<file path="config.mk">
export PLATFORM = sky130hd
export DESIGN_NAME = tvp_div
export DESIGN_NICKNAME = d
export VERILOG_FILES = /design/src/rtl/core/tvp_pkg.sv /design/src/rtl/core/tvp_div.sv
export SDC_FILE = /design/constraint.sdc
export NUM_CORES = 1
export LEC_CHECK = 0
export ABC_AREA = 1
export BUFFER_PORTS_ARGS = -buffer_cell sky130_fd_sc_hd__buf_4
export CAP_MARGIN = 20
export CORE_ASPECT_RATIO = 1.2
export CORE_UTILIZATION = 55
export DETAILED_ROUTE_END_ITERATION = 7
export PLACE_DENSITY = 0.77
export SLEW_MARGIN = 5
export SYNTH_ARGS = -nofsm -noshare
export SYNTH_HDL_FRONTEND = slang
export SYNTH_SLANG_ARGS = --single-unit
export TNS_END_PERCENT = 20
</file>
<file path="constraint.sdc">
create_clock -name clk -period 8.2 [get_ports clk]
set_clock_uncertainty 0.2 [all_clocks]
set_input_delay 0.82 -clock clk [delete_from_list [all_inputs] [get_ports clk]]
set_output_delay 0.82 -clock clk [all_outputs]
set_load 0.03 [all_outputs]
</file>
<file path="src/rtl/core/tvp_pkg.sv">
// ----------------------------------------------------------------------------
// Triangle vertex projector package
// Shared constants and state types for the projector core and its divider.
// ----------------------------------------------------------------------------
package tvp_pkg;

  localparam int MAX_VERTS_DEF = 16384;
  localparam int COORD_W       = 32;
  localparam int COLOR_W       = 24;
  localparam int CFG_W         = 64;
  localparam int CFG_IDX_W     = 3;
  localparam int CLIP_W        = 50;
  localparam int DEN_W         = 49;
  localparam int W_MIN_RAW     = 6;
  localparam int FRAC_BITS     = 16;

  localparam logic [COORD_W-1:0] NDC_MAX = 32'h7FFF_FFFF;
  localparam logic [COORD_W-1:0] NDC_MIN = 32'h8000_0000;

  localparam logic KIND_VERTEX  = 1'b0;
  localparam logic KIND_RESTART = 1'b1;

  typedef enum logic [2:0] {
    S_IDLE,
    S_MUL,
    S_ACC,
    S_CHECK,
    S_DIV,
    S_FINISH,
    S_EMIT
  } tvp_state_t;

  typedef enum logic [1:0] {
    D_IDLE,
    D_LOAD,
    D_STEP,
    D_DONE
  } div_state_t;

endpackage

</file>
<file path="src/rtl/core/tvp_div.sv">
// ----------------------------------------------------------------------------
// Projector serial divider
// Bit-serial restoring division of a signed clip coordinate by a positive
// clip w, giving a Q16.16 quotient truncated toward zero and saturated.
// ----------------------------------------------------------------------------
module tvp_div (
  input  logic                             clk,
  input  logic                             rst,
  input  logic                             start,
  input  logic signed [tvp_pkg::CLIP_W-1:0] num,
  input  logic        [tvp_pkg::DEN_W-1:0]  den,
  output logic                             done,
  output logic        [tvp_pkg::COORD_W-1:0] quot
);
  import tvp_pkg::*;

  div_state_t        state;
  div_state_t        state_next;
  logic              neg;
  logic              sat;
  logic [CLIP_W-1:0] mag;
  logic [DEN_W-1:0]  dval;
  logic [DEN_W-1:0]  rem;
  logic [30:0]       sr;
  logic [30:0]       q;
  logic [4:0]        cnt;
  logic [DEN_W:0]    r2;
  logic [COORD_W-1:0] qpos;

  assign r2 = {rem, sr[30]};

  always_comb begin
    state_next = state;
    case (state)
      D_IDLE: begin
        if (start) begin
          state_next = D_LOAD;
        end
      end
      D_LOAD: begin
        if (mag >= {1'b0, dval, 15'b0}) begin
          state_next = D_DONE;
        end else begin
          state_next = D_STEP;
        end
      end
      D_STEP: begin
        if (cnt == 5'd30) begin
          state_next = D_DONE;
        end
      end
      D_DONE: begin
        if (start) begin
          state_next = D_LOAD;
        end else begin
          state_next = D_IDLE;
        end
      end
      default: begin
        state_next = D_IDLE;
      end
    endcase
  end

  always_comb begin
    done = (state == D_DONE);
    qpos = {1'b0, q};
    if (sat) begin
      quot = neg ? NDC_MIN : NDC_MAX;
    end else if (neg) begin
      quot = ~qpos + 32'd1;
    end else begin
      quot = qpos;
    end
  end

  always_ff @(posedge clk) begin
    if (rst) begin
      state <= D_IDLE;
    end else begin
      state <= state_next;
    end
  end

  always_ff @(posedge clk) begin
    case (state)
      D_IDLE, D_DONE: begin
        if (start) begin
          neg  <= num[CLIP_W-1];
          mag  <= num[CLIP_W-1] ? (~num + 1'b1) : num;
          dval <= den;
        end
      end
      D_LOAD: begin
        sat <= (mag >= {1'b0, dval, 15'b0});
        rem <= {14'b0, mag[CLIP_W-1:15]};
        sr  <= {mag[14:0], 16'b0};
        q   <= '0;
        cnt <= '0;
      end
      D_STEP: begin
        if (r2 >= {1'b0, dval}) begin
          rem <= DEN_W'(r2 - {1'b0, dval});
          q   <= {q[29:0], 1'b1};
        end else begin
          rem <= r2[DEN_W-1:0];
          q   <= {q[29:0], 1'b0};
        end
        sr  <= {sr[29:0], 1'b0};
        cnt <= cnt + 5'd1;
      end
      default: begin
      end
    endcase
  end

endmodule

</file>
==> results.cfg, run 1 <==
[min_path]
worstHoldPathType = in -> reg
hp-start = rst
hold_depth = 2

[synthesis]
synth_area_mm2 = 0.0155
synth_cells = 2124
synthMuxAreaShare_pct = 0
synth_top_family_by_area = simple AND/OR/NAND/NOR gates
ys.flop_type = edfxtp_1
synthSimpleGateAreaFrac_pct = 30.1
synth_compound_area_share_pct = 7.38
synth_nets = 2320
yosysUniqueCellTypes = 47
synth_fa_ha_area_share_pct = 7.63
synthXorXnorAreaFrac_pct = 5.31
yosysWarnings = 0
ys_ff_latch = 203
synth_area_per_cell_um2 = 7.30
synthArstFlopShare_pct = 0
synth_edf_count = 201
yosysSeqAreaShare_pct = 39.2

[critical_path]
reg2regPathDepth = 12
r2r_start = sr[30]
path_cells = clkinv_1, a21oi_1, nor2_1, o21ai_0, a21oi_1, o21ai_0, xnor2_1, buf_4
path_max_fanout = 18
cp-start-kind = flip-flop
startpoint = neg
worstSetupPathType = reg -> out
crit_path_end_kind = output pin
cp.arrival_ns = 3.34
crit_required_ns = 7.18
cp_slowest_cell = edfxtp_1
slowest_delay_ns = 0.73

[die]
start_util_pct = 56.6
dieHeight_um = 186
die_x_um = 155
io_pins = 135
fp-row-count = 66
dieArea_mm2 = 0.0289
core_area_mm2 = 0.0274

[timing]
finalHoldViolCount = 0
worstMarginPinSlew_ns = 1.12
rsz0062_at_grt = false
finalMaxSlewViolations = 0
relSlewSlack_pct = 25.5
period_share_pct = 53.1
period_needed_ns = 4.36
finalSetupTns_ns = 0
finalSetupViolCount = 0
max_freq_ghz = 0.230

[routing]
firstDrtPassIters = 6
detail_route.wl_per_cell_um = 16.7
ant_nets = 0
routed_wirelength_um = 44200
vias_per_cell = 5.37
post-route-drc-count = 0
drt_iter0_drc = 979
vias = 14200

[clock_tree]
clk_path_buf_depth = 3
cts_buffers = 24
holdBufCountCts = 0
clockRootBuffer = clkbuf_16
clkLatencyLatePin_ns = 0.54
htree_levels = 1
cts_tree = done
clkTransAtPathRegs_ns = 0.06
cts_setup_buffers = 0
clock-sinks = 203
postCtsResizedCells = 0

[grt]
grt_usage_pct = 31.3
antenna_found_initial = 0
grt_pass1_vias = 13900
grt_max_degree = 82
grt_pass1_wl_um = 70500
grt_overflow_total = 0

[final_layout]
areaGrowthSynthToFinish_pct = 14.2
stdcell_area_mm2 = 0.0177
diodes = 0
layout-drive-gt1-share_pct = 9.18
layout.nets = 2445

[pwr]
p_leak_nw = 8.66
powerDensity_mw_per_mm2 = 434
vdd_drop_max_v = 0.000266

[placement]
gp_congestion = 1.07
io_buffers = 134
placed_cell_area_mm2 = 0.0169
hpwl_um = 35100

[run_status]
outcome = finished clean

[flow_run]
drv_cap = 0
## layer usage
layer	track usage (%)	vias to the layer above	part of all wire (%)
met5	0	-	0
met4	12.4	0	3.9
met3	2.86	91	4.6
met2	57.6	421	50
met1	37.6	6566	41
li1	-	7106	-
## through the flow
stage                     utilization [%]  total power, mW  setup WS [ns]  cells  hold WS, ns
after floorplan                         -             5.26          0.855   2124        0.300
after global placement               61.5             6.46           3.99   2597        0.310
after detailed placement             61.5             6.53           4.03   2597        0.314
after CTS                            64.6             7.68           3.86   2641        0.237
after global routing                 64.6             8.30           3.62   2641        0.248
final                                64.6             7.69           3.84   2641        0.251
## cell families (layout without fill, tap and decap cells)
group | Yosys count | after routing
xor gates and xnor gates | 94 | 94
DFF | 203 | 203
adders and majority gates | 94 | 94
and+or+nand+nor | 1106 | 1106
AOI/OAI and AO/OA | 207 | 207
buffers and inverters | 420 | 563
## path summary, 6_finish.rpt
path	slack, ns	endpoint
setup reg to reg	3.98	rem[47]
hold / removal	0.25	state[1]
hold reg to reg	0.32	sr[26]
setup / recovery	3.84	quot[27]
## cells in the mapped netlist (all sizes together) (7+ instances only)
master    n  area, µm²
a21oi    83        430
buf      11       75.1
inv     377       1420
xnor2    44        385
or2       7       43.8
nand3b   17        128
o21ai    87        439
nor3     23        115
nor2    241        917
nand3   100        518
edfxtp  201       6040
nor4     11       75.1
nand4    75        469
ha       93       1160
xor2     50        438
nand2   626       2350
clkbuf   31        116
o21bai   17        128
## where the power goes
part / switching (mW) / internal [mW] / leakage, nW / total [mW]
logic: 3.07 / 1.42 / 6.32 / 4.49
registers: 0.263 / 1.83 / 1.96 / 2.09
clock network: 0.452 / 0.660 / 0.388 / 1.11
total: 3.78 / 3.91 / 8.66 / 7.69
## cells in the final DEF, fill, tap and decap left out, types with 3 or more instances in the layout
master and n:
o21ai_0 71, nor3_1 23, nor2_2 5, clkinvlp_4 5, inv_1 373, nor2_1 235, a31oi_1 5, xor2_1 50
nand2_1 624, bufinv_16 3, o21a_1 3, nand3_1 98, nand4_1 75, ha_1 91, or2_2 6, edfxtp_1 201
xnor2_1 44, buf_4 141, o31ai_1 4, nor4_1 10, a21oi_1 81, clkbuf_16 24, clkbuf_1 4, o21bai_1 17
and2_1 3, inv_2 4, nand3b_1 17, o21ai_1 15
## state kept, by name, indices dropped and copies added, names as in the netlist
name	cells
dval	49
mag	50
neg	1
sat	1
sr	15
cnt	5
state	2
rem	49
q	31
## critical path: cells and delay by family, from the launching register on
kind            cells  cell delay [ns]
flops               1             0.73
compound gates      4             0.98
buf+inv             2             0.79
simple gates        1             0.11
xor+xnor            1             0.18
## final cells by class
| cell class | count | area, µm² |
|---|---|---|
| fillers | 2444 | 9710 |
| multi-input cells | 1501 | 7850 |
| flip-flops and latches | 203 | 6080 |
| inverters | 378 | 1420 |
| repair buffers | 141 | 1060 |
| clock buffers | 30 | 643 |
| well taps | 374 | 468 |
| clock inverters | 14 | 186 |
(Power assumes the default switching activity.)
==> run 2: changes to the inputs <==
- ABC_AREA: 1 -> 0
- PLACE_DENSITY: 0.77 -> 0.81
- clock period: 8.2 -> 3.95 ns (I/O delays scaled with it)
==> run 2 against run 1 <==
Critical endpoint is now quot[26]; the flow now finishes with violations (setup timing); synthesized cell count fell by 37%; routed wire length decreased by 22%; clock power is 72% higher; sequential share of layout area rose by 1.6 points; first-iteration DRC count decreased by 13%; highest routed layer unchanged.
==> results.cfg, run 2 <==
[critical_path]
crit_required_ns = 3.36
cp.arrival_ns = 3.38
path_buf_inv = 1
cp_slowest_cell = or4_4
r2r_start = dval[41]
path_cells = or3_4, or4_4, nand2b_4, or3_4, nor4b_4, nor3b_4, nor3b_2, a21oi_2, o22ai_1, buf_4
reg2regPathDepth = 13
path_common_cell = or3_4
cp.depth = 10
cp-start-kind = flip-flop
crit_family = simple AND/OR/NAND/NOR gates
worstSetupPathType = reg -> out
startpoint = q[11]
path_max_fanout = 4
slowest_delay_ns = 0.46
crit_path_end_kind = output pin

[clock_tree]
clk_path_buf_depth = 3
clockRootBuffer = clkbuf_16
cts_tree = done
htree_levels = 1
clkTransAtPathRegs_ns = 0.06
clkLatencyLatePin_ns = 0.53
clock-sinks = 203
cts_buffers = 22

[flow_run]
drv_cap = 0

[final_layout]
final_common_cell = edfxtp_1
largest_reg_flops = 50
layout.cells.non_filler = 1929
layout-drive-gt1-share_pct = 18.0
layout_common_cells = edfxtp_1 (201), buf_4 (194), nor2_1 (110), a21oi_1 (105)
top_regs = mag (50), dval (49), rem (49)
layout.nets = 1789
areaGrowthSynthToFinish_pct = 25.8
diodes = 0
stdcell_area_mm2 = 0.0169
regMostFlops = mag

[synthesis]
synth_area_per_cell_um2 = 10.1
synthArstFlopShare_pct = 0
synth_area_leaders = edfxtp_1 (45%), ha_1 (8.6%), xnor2_1 (4.7%), a21oi_1 (3.9%), o21ai_0 (3.3%)
synth_nets = 1534
yosysWarnings = 0
synth_cells = 1338
yosysMostFrequentCell = edfxtp_1
yosysUniqueCellTypes = 68
ys_ff_latch = 203
ys.flop_type = edfxtp_1
synth_area_mm2 = 0.0135
synth.top_cells.by_count = edfxtp_1 (201), nor2_1 (110), a21oi_1 (106)
synth_top_area_share_pct = 44.8
synth_edf_count = 201
synth_top_cell_by_area = edfxtp_1
yosysSeqAreaShare_pct = 45.1

[routing]
detail_route.wl_per_cell_um = 17.8
vias_per_cell = 5.95
firstDrtPassIters = 5
drt_iter0_drc = 849
ant_nets = 0
routed_wirelength_um = 34300
post-route-drc-count = 0
vias = 11500

[grt]
grt_max_degree = 101
grt_usage_pct = 27.4
grt_overflow_total = 0
antenna_found_initial = 0
grt_pass1_wl_um = 54900
grt_pass1_vias = 11300

[min_path]
worstHoldPathType = in -> reg
hold_depth = 2
hp-start = num[30]

[pwr]
power_mw = 14.8
vdd_drop_max_v = 0.000605
power_frac_comb_pct = 57.4
p_leak_nw = 6.87
pwr-share-seq_pct = 29.7
powerDensity_mw_per_mm2 = 872
p_switching_mw = 6.51
p_int_mw = 8.25
swShare_pct = 44.1
p_clk_share_pct = 12.9

[die]
core_area_mm2 = 0.0240
io_pins = 135
dieHeight_um = 173
start_util_pct = 56.1
fp-row-count = 62
dieArea_mm2 = 0.0251
die_x_um = 145

[timing]
relSlewSlack_pct = 37.9
max_freq_ghz = 0.251
finalHoldViolCount = 0
period_needed_ns = 3.98
whs_ns = 0.00702
worstMarginPinSlew_ns = 0.931
finalMaxSlewViolations = 0
finalSetupViolCount = 1
period_share_pct = 101
rsz0062_at_grt = true
setup_ws_ns = -0.0275

[run_status]
violations = setup timing
outcome = finished, violations left

[placement]
io_buffers = 134
hpwl_um = 22800
placed_cell_area_mm2 = 0.0151
dp_slack_ns = -0.0936
dp.cells = 1789
gp_congestion = 0.925
==> run 2: worst paths after layout <==
check                           endpoint  slack [ns]
worst max-delay path            quot[26]       -0.03
worst max register to register    rem[1]        0.05
worst min register to register    sr[24]        0.35
worst min-delay path             mag[30]       0.007
==> run 2: layout make-up <==
cell class	count	area, µm²
Clock inverter	17	103
Inverter	74	278
Timing Repair Buffer	290	2470
Tap cell	320	400
Fill cell	1712	7030
Multi-Input combinational cell	1002	7060
Clock buffer	23	554
Sequential cell	203	6080
==> run 2: stage by stage <==
step                util (%)  setup TNS [ns]
floorplan                  -               0
global placement        63.2               0
detailed placement      63.2          -0.142
CTS                     70.2               0
global route            70.7          -0.624
finish                  70.7         -0.0275
==> run 2: power groups by stage <==
stage,registers [mW],logic (mW),clock network (mW)
after floorplan,4.17,5.79,0
after global placement,4.33,7.89,0
after detailed placement,4.36,8.09,0
after CTS,4.35,8.30,1.93
after global routing,4.48,9.25,2.02
final,4.38,8.47,1.91
==> run 2: timing repair <==
item / in CTS / in global routing
pin swaps: 1 / 5
setup buffers: 6 / 4
hold buffers: 89 / 1
gates resized for setup: 18 / 14
endpoints found under the hold margin: 91 / 1
endpoints found under the setup margin: 10 / 46
==> run 2: cell families (layout without fill, tap and decap cells) <==
| logic type | after synthesis | after routing | synth area share, % |
|---|---|---|---|
| xor gates and xnor gates | 92 | 92 | 5.99 |
| and+or+nand+nor | 403 | 403 | 15.5 |
| buffers and inverters | 133 | 404 | 3.78 |
| AOI/OAI and AO/OA | 368 | 368 | 17.2 |
| adders and majority gates | 94 | 94 | 8.80 |
| DFF | 203 | 203 | 45.1 |
| muxes | 45 | 45 | 3.50 |
==> run 2: layer usage <==
layer | global-route usage [%] | wire (µm) | up-vias
met1 | 34.4 | 13900 | 5457
met3 | 3.45 | 2080 | 75
met5 | 0 | 0 | -
met4 | 8.77 | 907 | 0
li1 | - | - | 5514
met2 | 48.3 | 17400 | 437
